### src/design/assert_macros.svh
// assertion macros shared by the compositor modules
`ifndef ASSERT_MACROS_SVH
`define ASSERT_MACROS_SVH

// condition holds in the same cycle
`define PTCC_ASSERT_IMP(label, cond, prop) \
    label: assert property (@(posedge clk) disable iff (!rst_n) (cond) |-> (prop)) \
        else $error("ptcc assertion failed");

// condition holds in the following cycle
`define PTCC_ASSERT_NXT(label, cond, prop) \
    label: assert property (@(posedge clk) disable iff (!rst_n) (cond) |=> (prop)) \
        else $error("ptcc assertion failed");

`endif

### src/design/ptcc_pkg.sv
// types, constants and codes of the character cell compositor
package ptcc_pkg;

    localparam int MAX_COLUMNS = 128;
    localparam int MAX_ROWS    = 64;
    localparam int COL_BITS    = $clog2(MAX_COLUMNS);
    localparam int ROW_BITS    = $clog2(MAX_ROWS);
    localparam int ADDR_BITS   = COL_BITS + ROW_BITS;
    localparam int CELL_COUNT  = MAX_COLUMNS * MAX_ROWS;

    localparam logic [ADDR_BITS-1:0] CELL_LAST = ADDR_BITS'(CELL_COUNT - 1);
    localparam logic [7:0]  MAX_COLS_W   = 8'(MAX_COLUMNS);
    localparam logic [6:0]  MAX_ROWS_H   = 7'(MAX_ROWS);
    localparam logic [7:0]  WIDTH_RESET  = 8'd80;
    localparam logic [6:0]  HEIGHT_RESET = 7'd25;
    localparam logic [7:0]  BLANK_CHAR   = 8'h20;
    localparam logic [7:0]  NEWLINE_CHAR = 8'h0a;
    localparam logic [15:0] OFFSET_MAX   = 16'hffff;

    localparam int QUEUE_DEPTH = 4;
    localparam int QPTR_BITS   = $clog2(QUEUE_DEPTH);
    localparam int QCNT_BITS   = $clog2(QUEUE_DEPTH + 1);

    // opcodes
    localparam logic [1:0] OP_CLEAR = 2'd0;
    localparam logic [1:0] OP_DRAW  = 2'd1;
    localparam logic [1:0] OP_READ  = 2'd2;

    // register indexes
    localparam logic REG_SCREEN_WIDTH  = 1'b0;
    localparam logic REG_SCREEN_HEIGHT = 1'b1;

    // work kinds handed from front to back
    localparam logic [1:0] KIND_NOP   = 2'd0;
    localparam logic [1:0] KIND_CLEAR = 2'd1;
    localparam logic [1:0] KIND_DRAW  = 2'd2;
    localparam logic [1:0] KIND_READ  = 2'd3;

    typedef struct packed {
        logic [1:0]         opcode;
        logic               first_char;
        logic signed [15:0] origin_x;
        logic signed [15:0] origin_y;
        logic [15:0]        color;
        logic signed [15:0] priority_req;
        logic [7:0]         text_char;
        logic [6:0]         read_col;
        logic [5:0]         read_row;
    } cmd_t;

    typedef struct packed {
        logic [7:0]         cell_char;
        logic [15:0]        cell_attr;
        logic signed [15:0] cell_priority;
        logic               wrote_cell;
    } result_t;

    typedef struct packed {
        logic [7:0]         glyph;
        logic [15:0]        attr;
        logic signed [15:0] prio;
    } cell_t;

    typedef struct packed {
        logic [1:0]           kind;
        logic [ADDR_BITS-1:0] addr;
        cell_t                entry;
    } work_t;

    typedef struct packed {
        logic init_busy;
    } back_status_t;

    localparam cell_t BLANK_CELL = '{glyph: BLANK_CHAR, attr: 16'h0000, prio: -16'sd1};

endpackage

### src/design/ptcc_front.sv
// front end: configuration, command offsets, clipping and classification
module ptcc_front
    import ptcc_pkg::*;
(
    input  logic       clk,
    input  logic       rst_n,
    input  logic       accept,
    input  cmd_t       cmd,
    input  logic       wr_en,
    input  logic       wr_index,
    input  logic [7:0] wr_data,
    output logic       push,
    output work_t      work
);

    logic [7:0]  width_reg;
    logic [6:0]  height_reg;
    logic [15:0] col_reg, col_next;
    logic [15:0] line_reg, line_next;
    logic        drop_reg, drop_next;

    logic [7:0]  eff_w;
    logic [6:0]  eff_h;
    logic [15:0] col_base, line_base;
    logic        drop_v, visible;
    logic [17:0] x_sum, y_sum;

    assign eff_w = (width_reg > MAX_COLS_W) ? MAX_COLS_W : width_reg;
    assign eff_h = (height_reg > MAX_ROWS_H) ? MAX_ROWS_H : height_reg;

    assign col_base  = cmd.first_char ? 16'h0000 : col_reg;
    assign line_base = cmd.first_char ? 16'h0000 : line_reg;
    assign drop_v    = cmd.first_char
                       ? (cmd.origin_y[15] || (cmd.origin_y[14:0] >= {8'b0, eff_h}))
                       : drop_reg;

    // origin plus offset never leaves an 18-bit signed range
    assign x_sum = {{2{cmd.origin_x[15]}}, cmd.origin_x} + {2'b00, col_base};
    assign y_sum = {{2{cmd.origin_y[15]}}, cmd.origin_y} + {2'b00, line_base};

    assign visible = !x_sum[17] && (x_sum[16:0] < {9'b0, eff_w})
                  && !y_sum[17] && (y_sum[16:0] < {10'b0, eff_h});

    always_comb
    begin
        col_next   = col_reg;
        line_next  = line_reg;
        drop_next  = drop_reg;
        push       = accept;
        work.kind  = KIND_NOP;
        work.addr  = {cmd.read_row, cmd.read_col};
        work.entry = '{glyph: cmd.text_char, attr: cmd.color, prio: cmd.priority_req};
        if (accept)
        begin
            case (cmd.opcode)
                OP_CLEAR:
                begin
                    work.kind = KIND_CLEAR;
                end
                OP_DRAW:
                begin
                    col_next  = col_base;
                    line_next = line_base;
                    drop_next = drop_v;
                    work.addr = {y_sum[ROW_BITS-1:0], x_sum[COL_BITS-1:0]};
                    if (!drop_v)
                    begin
                        if (cmd.text_char == NEWLINE_CHAR)
                        begin
                            col_next = 16'h0000;
                            if (line_base != OFFSET_MAX)
                                line_next = line_base + 16'd1;
                        end
                        else
                        begin
                            if (col_base != OFFSET_MAX)
                                col_next = col_base + 16'd1;
                            if (visible)
                                work.kind = KIND_DRAW;
                        end
                    end
                end
                OP_READ:
                begin
                    work.kind = KIND_READ;
                end
                default:
                begin
                    work.kind = KIND_NOP;
                end
            endcase
        end
    end

    always_ff @(posedge clk or negedge rst_n)
    begin
        if (!rst_n)
        begin
            width_reg  <= WIDTH_RESET;
            height_reg <= HEIGHT_RESET;
            col_reg    <= 16'h0000;
            line_reg   <= 16'h0000;
            drop_reg   <= 1'b0;
        end
        else
        begin
            col_reg  <= col_next;
            line_reg <= line_next;
            drop_reg <= drop_next;
            if (wr_en)
            begin
                case (wr_index)
                    REG_SCREEN_WIDTH:  width_reg  <= wr_data;
                    REG_SCREEN_HEIGHT: height_reg <= wr_data[6:0];
                    default:           width_reg  <= width_reg;
                endcase
            end
        end
    end

endmodule

### config.mk
export PLATFORM = sky130hd
export DESIGN_NAME = ptcc_front
export DESIGN_NICKNAME = d
export VERILOG_FILES = /design/src/design/assert_macros.svh /design/src/design/ptcc_pkg.sv /design/src/design/ptcc_front.sv
export SDC_FILE = /design/constraint.sdc
export NUM_CORES = 1
export LEC_CHECK = 0
export BUFFER_PORTS_ARGS = -buffer_cell sky130_fd_sc_hd__buf_4
export CORE_ASPECT_RATIO = 0.5
export CORE_MARGIN = 3
export CORE_UTILIZATION = 59
export CTS_CLUSTER_SIZE = 16
export DETAILED_ROUTE_END_ITERATION = 10
export GPL_TIMING_DRIVEN = 1
export HOLD_SLACK_MARGIN = 0.06
export PLACE_DENSITY_LB_ADDON = 0.08
export RECOVER_POWER = 50
export SLEW_MARGIN = 20
export SYNTH_ARGS = -nofsm -noshare
export SYNTH_HDL_FRONTEND = slang
export SYNTH_SLANG_ARGS = --single-unit
### constraint.sdc
create_clock -name clk -period 9.1 [get_ports clk]
set_clock_uncertainty 0.15 [all_clocks]
set_input_delay 0.91 -clock clk [delete_from_list [all_inputs] [get_ports clk]]
set_output_delay 0.91 -clock clk [all_outputs]
set_load 0.1 [all_outputs]
==> impl_metrics.tcl <==
set metrics [dict create \
    cts_resized 0 \
    io_pins 157 \
    portBuffers 92 \
    num_vias 6003 \
    diodes 0 \
    final_common_cell "nand2_1" \
    rsz0062_at_grt "no" \
    regArea_um2 1210 \
    drv_slew 49 \
    utilization_pct 67.5 \
    n_fill_cell 861 \
    end_kind "output port" \
    min_period_over_period_pct 81.7 \
    die_area_um2 11300 \
    synth_cells 769 \
    yosys.area.top_type_share_pct 18.2 \
    die_y_um 76.8 \
    routed_wl_um 17700 \
    irDropWorstVdd_uv 121 \
    first_iter_violations 731 \
    setup_viol 0 \
    synth_cell_types 86 \
    rows 25 \
    ys_warn_count 0 \
    cts_setup_buffers 0 \
    worstPathMaxFanout 50 \
    track_usage_pct 30.6 \
    area_growth_pct 9.74 \
    syn_area_per_cell_um2 7.68 \
    async_reset_ff_share_pct 100 \
    synth_top_area_cell "dfrtp_1" \
    grt_pass1_wl_um 28300 \
    startpoint_type "input port" \
    status "finished with violations" \
    via_per_inst 6.45 \
    grt_max_degree 51 \
    crit_type "in -> out" \
    cts_tree "built" \
    fmaxAchievable_mhz 134 \
    failed_checks "capacitance limit, slew limit" \
    cts_buffers 5 \
    synth_edf_count 0 \
    hold_class "reg -> reg" \
    wl_per_cell_um 19.0 \
    nets 946 \
    final-hold-violation-count 0 \
    ys_seq_area_share_pct 20.4 \
    clock-sinks 48 \
    layout_common_cells "nand2_1 (118), buf_4 (92), ha_1 (49)" \
    netlist_area_um2 5910 \
    cts_buffer_depth 2 \
    first_pass_iters 6 \
    insertion_delay_ns 0.29 \
    drcViolationCount 0 \
    core_area_um2 9600 \
    synth_top_flop_cell "dfrtp_1" \
    ys_seq_elements 48 \
    cts-root-buf "clkbuf_16" \
    place.gp.congestion 0.961 \
    fin_tns_setup_ns 0 \
    antenna_found_initial 1 \
    cp.required_ns 8.04 \
    drv_cap 1 \
    power_density_nw_per_um2 107 \
    relSlewSlack_pct -83.0 \
    layout-drive-gt1-share_pct 18.0 \
    leakagePower_nw 2.85 \
    fin_crit_ns 7.44 \
    multi_input_area_um2 4130 \
    grt_pass1_vias 5489 \
    synthesis.nets 920 \
    start_util_pct 61.5 \
    yosys-top-cells-area "dfrtp_1 (18%), ha_1 (10%), nand2_1 (7.5%), buf_4 (5.2%), o21ai_0 (3.9%)" \
    worstMarginPinSlew_ns 2.74 \
    grt-ovfl-total 0 \
    arrival_ns 6.38 \
    postRouteAntennaNets 0 \
    fp.dieW_um 148 \
    hpwl_um 13800 \
    postCtsHoldBufs 0 \
    clk_pin_slew_ns 0.06 \
    htreeDepth 2 \
]
[critical path, cell delays in order]
cell and delay [ns]:
buf_4 0.45, nor2b_1 0.15, ha_1 0.27, a21oi_1 0.16
o32ai_1 0.11, a2111oi_0 0.59, nor2_1 0.12, a21oi_1 0.24
or2_2 0.17, a21oi_1 0.06, o22ai_1 0.18, xnor2_1 0.10
ha_1 0.19, a211oi_1 0.41, o221ai_1 0.20, or4_1 0.55
nor4_1 0.29, o2111ai_1 0.15, nor4b_1 0.25, and4_1 0.22
nand4_1 0.14, o21ai_1 0.17, buf_4 0.31
[metal layers]
layer / share of wire, % / global-route usage (%) / routed length [um] / vias to the layer above
met3: 10 / 6.20 / 1800 / 46
met2: 41 / 45.1 / 7340 / 324
met1: 46 / 45.3 / 8160 / 2825
met5: 0.056 / 0 / 10 / -
met4: 2.3 / 8.55 / 400 / 2
li1: - / - / - / 2806
[worst paths after layout]
kind	start	to	slack (ns)	cells after the start
max	cmd[85]	work[54]	1.66	23
min	col_reg[12]	col_reg[12]	0.33	1
max reg2reg	height_reg[6]	line_reg[13]	5.26	10
min reg2reg	col_reg[12]	col_reg[12]	0.33	1
max in group asynchronous	rst_n	col_reg[6]	5.90	1
min in group asynchronous	rst_n	width_reg[3]	1.33	1
[logic make-up after synthesis]
kind of cell,share of synthesized area [%]
AND/OR/NAND/NOR,28.6
adder cells (fa/ha/maj),10.7
AO/OA/AOI/OAI,22.1
buffers and inverters,9.66
flip-flops,20.4
XOR/XNOR,5.04
multiplexers,3.52
[where the power goes]
part           total, mW  leakage [nW]  switching, mW  internal, mW
clock              0.200        0.0772         0.0830         0.117
sequential         0.238         0.614         0.0100         0.228
combinational      0.253          2.16          0.164        0.0895
total              0.692          2.85          0.257         0.435
[per-stage QoR]
step / hold WS (ns) / setup WS (ns) / cells / cell area (um2) / power (mW)
final: 0.329 / 1.66 / 931 / 6480 / 0.692
after global routing: 0.345 / 1.23 / 931 / 6480 / 0.728
after floorplan: 0.293 / 1.21 / 769 / 5910 / 0.479
after CTS: 0.333 / 1.89 / 931 / 6490 / 0.692
after detailed placement: 0.322 / 1.90 / 923 / 6330 / 0.491
after global placement: 0.319 / 2.05 / 923 / 6330 / 0.486
[cells in the mapped netlist, drive strengths merged, types with 12 or more instances]
cell type and instances:
a21oi 36, a31oi 15, buf 51, clkbuf 24, dfrtp 43, ha 49, inv 30, mux2 14
nand2 118, nand2b 12, nand3 19, nand4 19, nor2 47, nor2b 35, nor3 14, o21a 14
o21ai 47, xnor2 18, xor2 16
[area by class of cell]
type / count / area share, %
Inverter: 31 / 1.83
Sequential cell: 48 / 18.6
Tap cell: 135 / 2.61
Timing Repair Buffer: 94 / 10.8
Clock buffer: 8 / 2.41
Multi-Input combinational cell: 615 / 63.7
Power figures use the tool's default switching activity.
