===== config.mk =====
export PLATFORM = sky130hd
export DESIGN_NAME = ptcc_queue
export DESIGN_NICKNAME = d
export VERILOG_FILES = /design/src/design/ptcc_pkg.sv /design/src/design/ptcc_queue.sv
export VERILOG_INCLUDE_DIRS = /design/src /design/src/design
export SDC_FILE = /design/constraint.sdc
export NUM_CORES = 1
export LEC_CHECK = 0
export BUFFER_PORTS_ARGS = -buffer_cell sky130_fd_sc_hd__buf_2
export CAP_MARGIN = 20
export CELL_PAD_IN_SITES_DETAIL_PLACEMENT = 0
export CELL_PAD_IN_SITES_GLOBAL_PLACEMENT = 2
export CORE_MARGIN = 1
export CORE_UTILIZATION = 27
export DETAILED_ROUTE_END_ITERATION = 10
export PLACE_DENSITY_LB_ADDON = 0.1
export SLEW_MARGIN = 20
export SYNTH_ARGS = -nofsm -noshare
export SYNTH_HDL_FRONTEND = slang
export SYNTH_SLANG_ARGS = --single-unit

===== constraint.sdc =====
create_clock -name clk -period 5.9 [get_ports clk]
set_clock_uncertainty 0.2 [all_clocks]
set_input_delay 0.59 -clock clk [delete_from_list [all_inputs] [get_ports clk]]
set_output_delay 0.59 -clock clk [all_outputs]
set_load 0.02 [all_outputs]

===== src/design/assert_macros.svh =====
// assertion macros shared by the compositor modules
`ifndef ASSERT_MACROS_SVH
`define ASSERT_MACROS_SVH

// condition holds in the same cycle
`define PTCC_ASSERT_IMP(label, cond, prop) \
    label: assert property (@(posedge clk) disable iff (!rst_n) (cond) |-> (prop)) \
        else $error("ptcc assertion failed");

// condition holds in the following cycle
`define PTCC_ASSERT_NXT(label, cond, prop) \
    label: assert property (@(posedge clk) disable iff (!rst_n) (cond) |=> (prop)) \
        else $error("ptcc assertion failed");

`endif


===== src/design/ptcc_pkg.sv =====
// types, constants and codes of the character cell compositor
package ptcc_pkg;

    localparam int MAX_COLUMNS = 128;
    localparam int MAX_ROWS    = 64;
    localparam int COL_BITS    = $clog2(MAX_COLUMNS);
    localparam int ROW_BITS    = $clog2(MAX_ROWS);
    localparam int ADDR_BITS   = COL_BITS + ROW_BITS;
    localparam int CELL_COUNT  = MAX_COLUMNS * MAX_ROWS;

    localparam logic [ADDR_BITS-1:0] CELL_LAST = ADDR_BITS'(CELL_COUNT - 1);
    localparam logic [7:0]  MAX_COLS_W   = 8'(MAX_COLUMNS);
    localparam logic [6:0]  MAX_ROWS_H   = 7'(MAX_ROWS);
    localparam logic [7:0]  WIDTH_RESET  = 8'd80;
    localparam logic [6:0]  HEIGHT_RESET = 7'd25;
    localparam logic [7:0]  BLANK_CHAR   = 8'h20;
    localparam logic [7:0]  NEWLINE_CHAR = 8'h0a;
    localparam logic [15:0] OFFSET_MAX   = 16'hffff;

    localparam int QUEUE_DEPTH = 4;
    localparam int QPTR_BITS   = $clog2(QUEUE_DEPTH);
    localparam int QCNT_BITS   = $clog2(QUEUE_DEPTH + 1);

    // opcodes
    localparam logic [1:0] OP_CLEAR = 2'd0;
    localparam logic [1:0] OP_DRAW  = 2'd1;
    localparam logic [1:0] OP_READ  = 2'd2;

    // register indexes
    localparam logic REG_SCREEN_WIDTH  = 1'b0;
    localparam logic REG_SCREEN_HEIGHT = 1'b1;

    // work kinds handed from front to back
    localparam logic [1:0] KIND_NOP   = 2'd0;
    localparam logic [1:0] KIND_CLEAR = 2'd1;
    localparam logic [1:0] KIND_DRAW  = 2'd2;
    localparam logic [1:0] KIND_READ  = 2'd3;

    typedef struct packed {
        logic [1:0]         opcode;
        logic               first_char;
        logic signed [15:0] origin_x;
        logic signed [15:0] origin_y;
        logic [15:0]        color;
        logic signed [15:0] priority_req;
        logic [7:0]         text_char;
        logic [6:0]         read_col;
        logic [5:0]         read_row;
    } cmd_t;

    typedef struct packed {
        logic [7:0]         cell_char;
        logic [15:0]        cell_attr;
        logic signed [15:0] cell_priority;
        logic               wrote_cell;
    } result_t;

    typedef struct packed {
        logic [7:0]         glyph;
        logic [15:0]        attr;
        logic signed [15:0] prio;
    } cell_t;

    typedef struct packed {
        logic [1:0]           kind;
        logic [ADDR_BITS-1:0] addr;
        cell_t                entry;
    } work_t;

    typedef struct packed {
        logic init_busy;
    } back_status_t;

    localparam cell_t BLANK_CELL = '{glyph: BLANK_CHAR, attr: 16'h0000, prio: -16'sd1};

endpackage


===== src/design/ptcc_queue.sv =====
// short work queue between front and back end
`include "assert_macros.svh"

module ptcc_queue
    import ptcc_pkg::*;
(
    input  logic  clk,
    input  logic  rst_n,
    input  logic  push,
    input  work_t push_work,
    input  logic  pop,
    output work_t head,
    output logic  empty,
    output logic  full
);

    work_t                slot_reg [QUEUE_DEPTH];
    logic [QPTR_BITS-1:0] wr_ptr_reg, rd_ptr_reg;
    logic [QCNT_BITS-1:0] count_reg, count_next;

    assign head  = slot_reg[rd_ptr_reg];
    assign empty = (count_reg == '0);
    assign full  = (count_reg == QCNT_BITS'(QUEUE_DEPTH));

    always_comb
    begin
        count_next = count_reg;
        if (push && !pop)
            count_next = count_reg + 1'b1;
        else if (pop && !push)
            count_next = count_reg - 1'b1;
    end

    always_ff @(posedge clk)
    begin
        if (push)
            slot_reg[wr_ptr_reg] <= push_work;
    end

    always_ff @(posedge clk or negedge rst_n)
    begin
        if (!rst_n)
        begin
            wr_ptr_reg <= '0;
            rd_ptr_reg <= '0;
            count_reg  <= '0;
        end
        else
        begin
            if (push)
                wr_ptr_reg <= wr_ptr_reg + 1'b1;
            if (pop)
                rd_ptr_reg <= rd_ptr_reg + 1'b1;
            count_reg <= count_next;
        end
    end

    `PTCC_ASSERT_IMP(a_no_overflow, push, !full)
    `PTCC_ASSERT_IMP(a_no_underflow, pop, !empty)

endmodule


==> results.md, run 1 <==
* Layout net count at 524
* Site Rows at 63
* Period utilization at 60.8%
* Worst setup SP type: register
* Fin. Hold Viols at 0
* TritonRoute pass-1 iters at 4
* Deepest clock path buffer count at 3
* Initial DRC Count at 229
* Die Area at between 0.03 and 0.04 mm²
* WHS Endpoint: slot_reg[0][1]
* Largest family of logic cells by synthesized area: multiplexers
* Max cap viols at 0
* Ant. Diodes at 0
* Slack of the worst reg-to-reg path at 3.46 ns
* CTS resizes at 0
* H-tree depth at 1
* Worst r2r src: wr_ptr_reg[0]
* FF+latch count, synth at around 230
* Final Setup Violations at 0
* Unique masters post-synth at 19
* CP required at 5.11 ns
* Yosys top cell by area: edfxtp_1
* Top achievable clock speed at about 280 MHz
* RSZ-0062 raised after global routing: false
* Post-Syn Area per Cell at 25.9 µm²
* Largest net degree at the start of global routing at 41
* CTS clk-pin slew, worst paths at around 0.05 ns
* Period minus WS final at 3.59 ns
* Synth warnings at 0
* Max FFs per register at 220
* PD cells at 517 mW/mm²
* Final ANT Viol Nets at 0
* HP Class: in -> reg
* R2R depth at 4
* Synth top area share at a little under 80%
* Crit-path max FO at 34
* XOR/XNOR share of the synthesized area at 0.631%
* Number of global-route vias before repair at 4134
* WL final at between 15000 and 20000 µm
* Most common cell after layout, fill and taps aside: edfxtp_1
* Core ar. at approximately 0.03 mm²
* Synth Area in Adders at 0.992%
* Antenna violations before repair at 2
* Share of layout cells above drive strength 1 at 44.7%
* Fin. max-slew vios at 0
* Overflow after GRT at 0
* CP arrival at 2.80 ns
* Sequential share of the synthesized area at between 80% and 90%
* Layout area overhead at 21.7%
* Hold path depth at 1
* Status: finished clean
* Detailed-route via count at 3745
* Port Buffers at 115
* Gpl congestion at between 0.6 and 0.7
* Global-route wire length before repair at 25000 µm
* Setup TNS at 0 ns
* Synthesized Nets at 386
* Clk root buf: clkbuf_16
* CTS tree: done
* # IOs at 116
* LEAKAGE at 3.42 nW
* Die Y at 178 µm
* WL/cell at 19.5 µm
* Maximum VDD drop at 0.199 mV
* CP Class: reg -> out
* GRT Util Overall at 10.9%
* Slew Limit Headroom at around 48%
* Most frequent cells in the layout: 220 x edfxtp_1, 115 x buf_2, 55 x mux4_2
* WHS at 0.0856 ns
* Syn Inst Count at 321
* # fillers at 2848
* CTS hold repair buffers at 1
* DRC at 0
* Mux contribution to synthesized area at 15.0%
* Clock Latency Late Sink at 0.51 ns
* Min-delay src: push_work[1]
* FF-to-FF End: slot_reg[2][21]
* Vias/cell at 4.33
* Worst Tran Pin Value at 0.781 ns
* Die W at 178 µm
* # clock sinks at around 230
* Area contributors post-synth: edfxtp_1 79%, mux4_2 15%, dfrtp_1 2.1%, ha_1 0.75%, buf_6 0.54%
* Initial Util at 27.8%
* CTS Buf Count at 26
* Netlist Area Pre-Place at 0.00832 mm²
* DP Wirelength at 9510 µm
* Post-CTS Repair Setup Buffers at 0
* Compound-Gate Fraction of Synth Area at 0.0601%
* Crit. End Element: output pin
* Simple-gate share of the synthesized area at 0.586%
-- worst max path at each step --
| stage | startpoint | end | slack (ns) | cells after the start |
|---|---|---|---|---|
| global route | rd_ptr_reg[0] | head[6] | 2.05 | 3 |
| finish | rd_ptr_reg[0] | head[6] | 2.31 | 3 |
| global placement | rd_ptr_reg[0] | head[21] | 2.70 | 3 |
| detailed placement | rd_ptr_reg[0] | head[21] | 2.70 | 3 |
| floorplan | wr_ptr_reg[0] | slot_reg[2][0] | 3.36 | 3 |
| CTS | rd_ptr_reg[0] | head[21] | 2.14 | 3 |
-- area by class of cell --
type,instances,area (µm²),area share (%)
flip-flops and latches,227,6790,67.0
multi-input cells,78,1440,14.3
clock buffers,36,709,7.01
inverters,4,15.0,0.148
repair buffers,122,631,6.23
well taps,390,488,4.82
clock inverters,7,53.8,0.531
-- report_power, final --
part	internal, mW	switching, mW
registers	2.11	0.172
logic	0.620	0.875
clock network	0.870	0.582
total	3.60	1.63
-- cell families (layout without fill, tap and decap cells) --
| logic type | count (synthesis) | in the layout |
|---|---|---|
| AND/OR/NAND/NOR | 9 | 9 |
| AO/OA/AOI/OAI | 1 | 1 |
| multiplexers | 56 | 56 |
| adder cells (fa/ha/maj) | 6 | 6 |
| flip-flops | 227 | 227 |
| buffers and inverters | 16 | 169 |
| XOR/XNOR | 6 | 6 |
-- cell usage after synthesis, drive strengths merged --
library cell and count:
xnor2 2, nand2 2, fa 1, edfxtp 220
inv 4, nor3b 1, xor2 4, nor3 1
dfrtp 7, mux4 55, ha 5, clkbuf 1
mux2 1, o21ai 1, nor2 1, buf 11
and2 4
-- layer usage --
metal	vias to the layer above	wire [µm]	global-route usage (%)
met5	-	27	0
met4	4	318	3.10
met3	30	1060	3.06
met2	96	8140	18.2
met1	1970	7260	13.8
li1	1645	-	-
-- through the flow --
stage,util (%),std cells,setup WS (ns),total power [mW],area [µm²]
after global placement,31.2,820,2.70,3.89,9350
after floorplan,-,321,3.36,3.35,8320
after CTS,33.8,864,2.14,5.37,10100
final,33.8,864,2.31,5.23,10100
after detailed placement,31.2,820,2.70,3.90,9350
after global routing,33.8,864,2.05,5.52,10100
-- worst max-delay path, cell delays in order (launching register included) --
cell	delay (ns)
dfrtp_4	0.91
buf_4	0.57
mux4_2	0.60
buf_2	0.18
Note: power is estimated with default switching activity, not from simulation.
==> run 2: changes to the inputs <==
- ABC_AREA: unset -> 1
- clock period: 5.9 -> 3.1 ns (I/O delays scaled with it)
==> run 2 against run 1 <==
Effect of this change: register-to-register slack lost 2.4 ns; clock power grew 100%; sequential share of layout area decreased by 11 points; critical endpoint is now head[48]; die area increased by 15%; flip-flop and latch count unchanged; largest cell class unchanged; worst setup slack got worse by 1.9 ns; non-clock buffer count rose by 64; final area rose by 19%; first-iteration DRC count fell by 20%; global-route usage up 1.5 points.
==> results.md, run 2 <==
* Unique masters post-synth at 20
* Max FFs per register at 220
* CTS tree: done
* WHS at 0.333 ns
* Ant. Diodes at 0
* Share of flip-flops with an asynchronous set or reset at 3.08%
* Placed cells at about 1200
* Number of global-route vias before repair at about 5800
* Post-Route Utilization at about a third
* Largest net degree at the start of global routing at 81
* Maximum VDD drop at 0.468 mV
* Layout net count at 932
* Clock Latency Late Sink at 0.52 ns
* Clk root buf: clkbuf_16
* Period utilization at 87.7%
* CP required at 2.59 ns
* Detailed-route via count at 5591
* Sequential share of the synthesized area at 70.6%
* Yosys top cell by area: edfxtp_1
* Die Y at 191 µm
* Global-route wire length before repair at approximately 34000 µm
* WL final at around 22000 µm
* Fin. max-slew vios at 0
* Critical-path cell list: buf_12, nand2_1, o211ai_2, nand2_1, buf_2
* LEAKAGE at 4.82 nW
* Slew Limit Headroom at 61.5%
* Area contributors post-synth: edfxtp_1 69%, o211ai_2 10%, nand2_1 7.0%, inv_1 4.8%, o211ai_1 2.5%
* TritonRoute pass-1 iters at 4
* RSZ-0062 raised after global routing: false
* Netlist Area Pre-Place at 0.00961 mm²
* Synth top area share at between 60% and 70%
* # fillers at 3363
* Initial Util at 27.6%
* Fin. Hold Viols at 0
* Layout area overhead at 25.2%
* CTS clk-pin slew, worst paths at 0.06 ns
* Total Power at 11.6 mW
* FF+latch count, synth at 227
* Overflow after GRT at 0
* Deepest clock path buffer count at 3
* CP arrival at 2.21 ns
* Synthesized Nets at 755
* # clock sinks at ~230
* Worst Tran Pin Value at 0.576 ns
* Crit-path max FO at 80
* Port Buffers at 115
* Final ANT Viol Nets at 0
* Post-synth top flop: edfxtp_1
* Number of synthesized flops with an enable pin at 220
* Worst path slowest cell: dfrtp_4
* Vias/cell at 4.17
* Status: finished clean
* Most common cell after layout, fill and taps aside: edfxtp_1
* H-tree depth at 1
* Synth warnings at 0
* CP Class: reg -> out
* Syn Inst Count at 690
* DP Wirelength at 12500 µm
* # IOs at 116
* Most frequent cells in the layout: 220 x edfxtp_1, 178 x nand2_1, 117 x inv_1
* Setup TNS at 0 ns
* Core ar. at between 0.03 and 0.04 mm²
* GRT Util Overall at 12.4%
* Critical Path Max Stage Delay at between 0.7 and 0.8 ns
* Cell mode on critical path: nand2_1
* CTS Buf Count at 27
* Die W at 191 µm
* Site Rows at 68
* Top achievable clock speed at roughly 370 MHz
* Antenna violations before repair at 0
* Max cap viols at 0
* Post-CTS Repair Setup Buffers at 0
* Worst setup SP type: register
* Cell with the most instances after synthesis: edfxtp_1
* Die Area at ~0.036 mm²
* Crit. End Element: output pin
* DRC at 0
* Final Setup Violations at 0
* Final Non-Filler Cells at 1341
* WL/cell at 16.6 µm
* Share of layout cells above drive strength 1 at ~28%
* Period minus WS final at 2.72 ns
* Post-Syn Area per Cell at 13.9 µm²
* PD cells at 968 mW/mm²
* HP Class: reg -> reg
* Initial DRC Count at 183
* Synth top cells by count: 220 x edfxtp_1, 178 x nand2_1, 122 x inv_1, 78 x o211ai_2, 32 x o211ai_1
* Gpl congestion at 0.692
==> run 2: cell types whose count changed after synthesis, sizes merged, moves of 4 or more <==
cell / previous run / this run
o211ai: 0 / 110
and2: 4 / 0
buf: 11 / 37
inv: 4 / 122
mux4: 55 / 0
nand2: 2 / 178
==> run 2: cell families (layout without fill, tap and decap cells) <==
logic type,count (synthesis),after routing,share of synthesized area [%]
flops,227,227,70.6
simple gates,182,182,7.17
buf+inv,160,356,8.34
compound gates,111,111,12.7
fa+ha+maj,6,6,0.859
xor+xnor,4,4,0.365
==> run 2: cell type report <==
cell class	instances	area (µm²)	share of cell area, %
clock buffers	34	702	5.83
clock inverters	14	118	0.977
inverters	122	459	3.82
multi-input cells	303	2030	16.9
flip-flops and latches	227	6790	56.4
well taps	455	569	4.73
repair buffers	186	1370	11.4
==> run 2: critical path: cells and delay by family, from the launching register on <==
kind                   cells  cell delay [ns]
AOI/OAI and AO/OA          1             0.08
buffers and inverters      2             0.55
DFF                        1             0.73
and+or+nand+nor            2             0.22
==> run 2: path summary, 6_finish.rpt <==
path / from / end / slack [ns] / cells after the start
worst max-delay path: rd_ptr_reg[0] / head[48] / 0.38 / 5
worst min-delay path: count_reg[2] / count_reg[2] / 0.33 / 2
worst max register to register: wr_ptr_reg[0] / slot_reg[0][8] / 1.04 / 5
worst min register to register: count_reg[2] / count_reg[2] / 0.33 / 2
max in group asynchronous: rst_n / rd_ptr_reg[1] / 1.77 / 3
min in group asynchronous: rst_n / rd_ptr_reg[0] / 0.60 / 3
==> run 2: power by group <==
group / switching [mW] / total (mW) / internal (mW) / leakage, nW
clock: 1.19 / 2.95 / 1.75 / 0.395
combinational: 2.99 / 4.41 / 1.42 / 2.33
sequential: 0.263 / 4.29 / 4.03 / 2.10
total: 4.45 / 11.6 / 7.20 / 4.82
==> run 2: metal layers <==
| metal | routed length (µm) | track usage (%) | share of wire, % | vias up |
|---|---|---|---|---|
| met3 | 981 | 2.52 | 4.4 | 23 |
| met1 | 9980 | 15.6 | 45 | 2737 |
| li1 | - | - | - | 2747 |
| met5 | 0 | 0 | 0 | - |
| met4 | 344 | 3.11 | 1.5 | 0 |
| met2 | 10900 | 21.7 | 49 | 84 |
==> run 2: metrics by stage <==
step | instance area, µm² | setup WS, ns
floorplan | 9610 | 0.750
global placement | 10600 | 0.972
detailed placement | 10600 | 0.929
CTS | 12000 | 0.351
global route | 12000 | 0.220
finish | 12000 | 0.382
==> run 2: repair_timing <==
item                                   in CTS  in global routing
gates resized for setup                     0                  0
endpoints found under the hold margin     231                  0
hold buffers                               59                  0
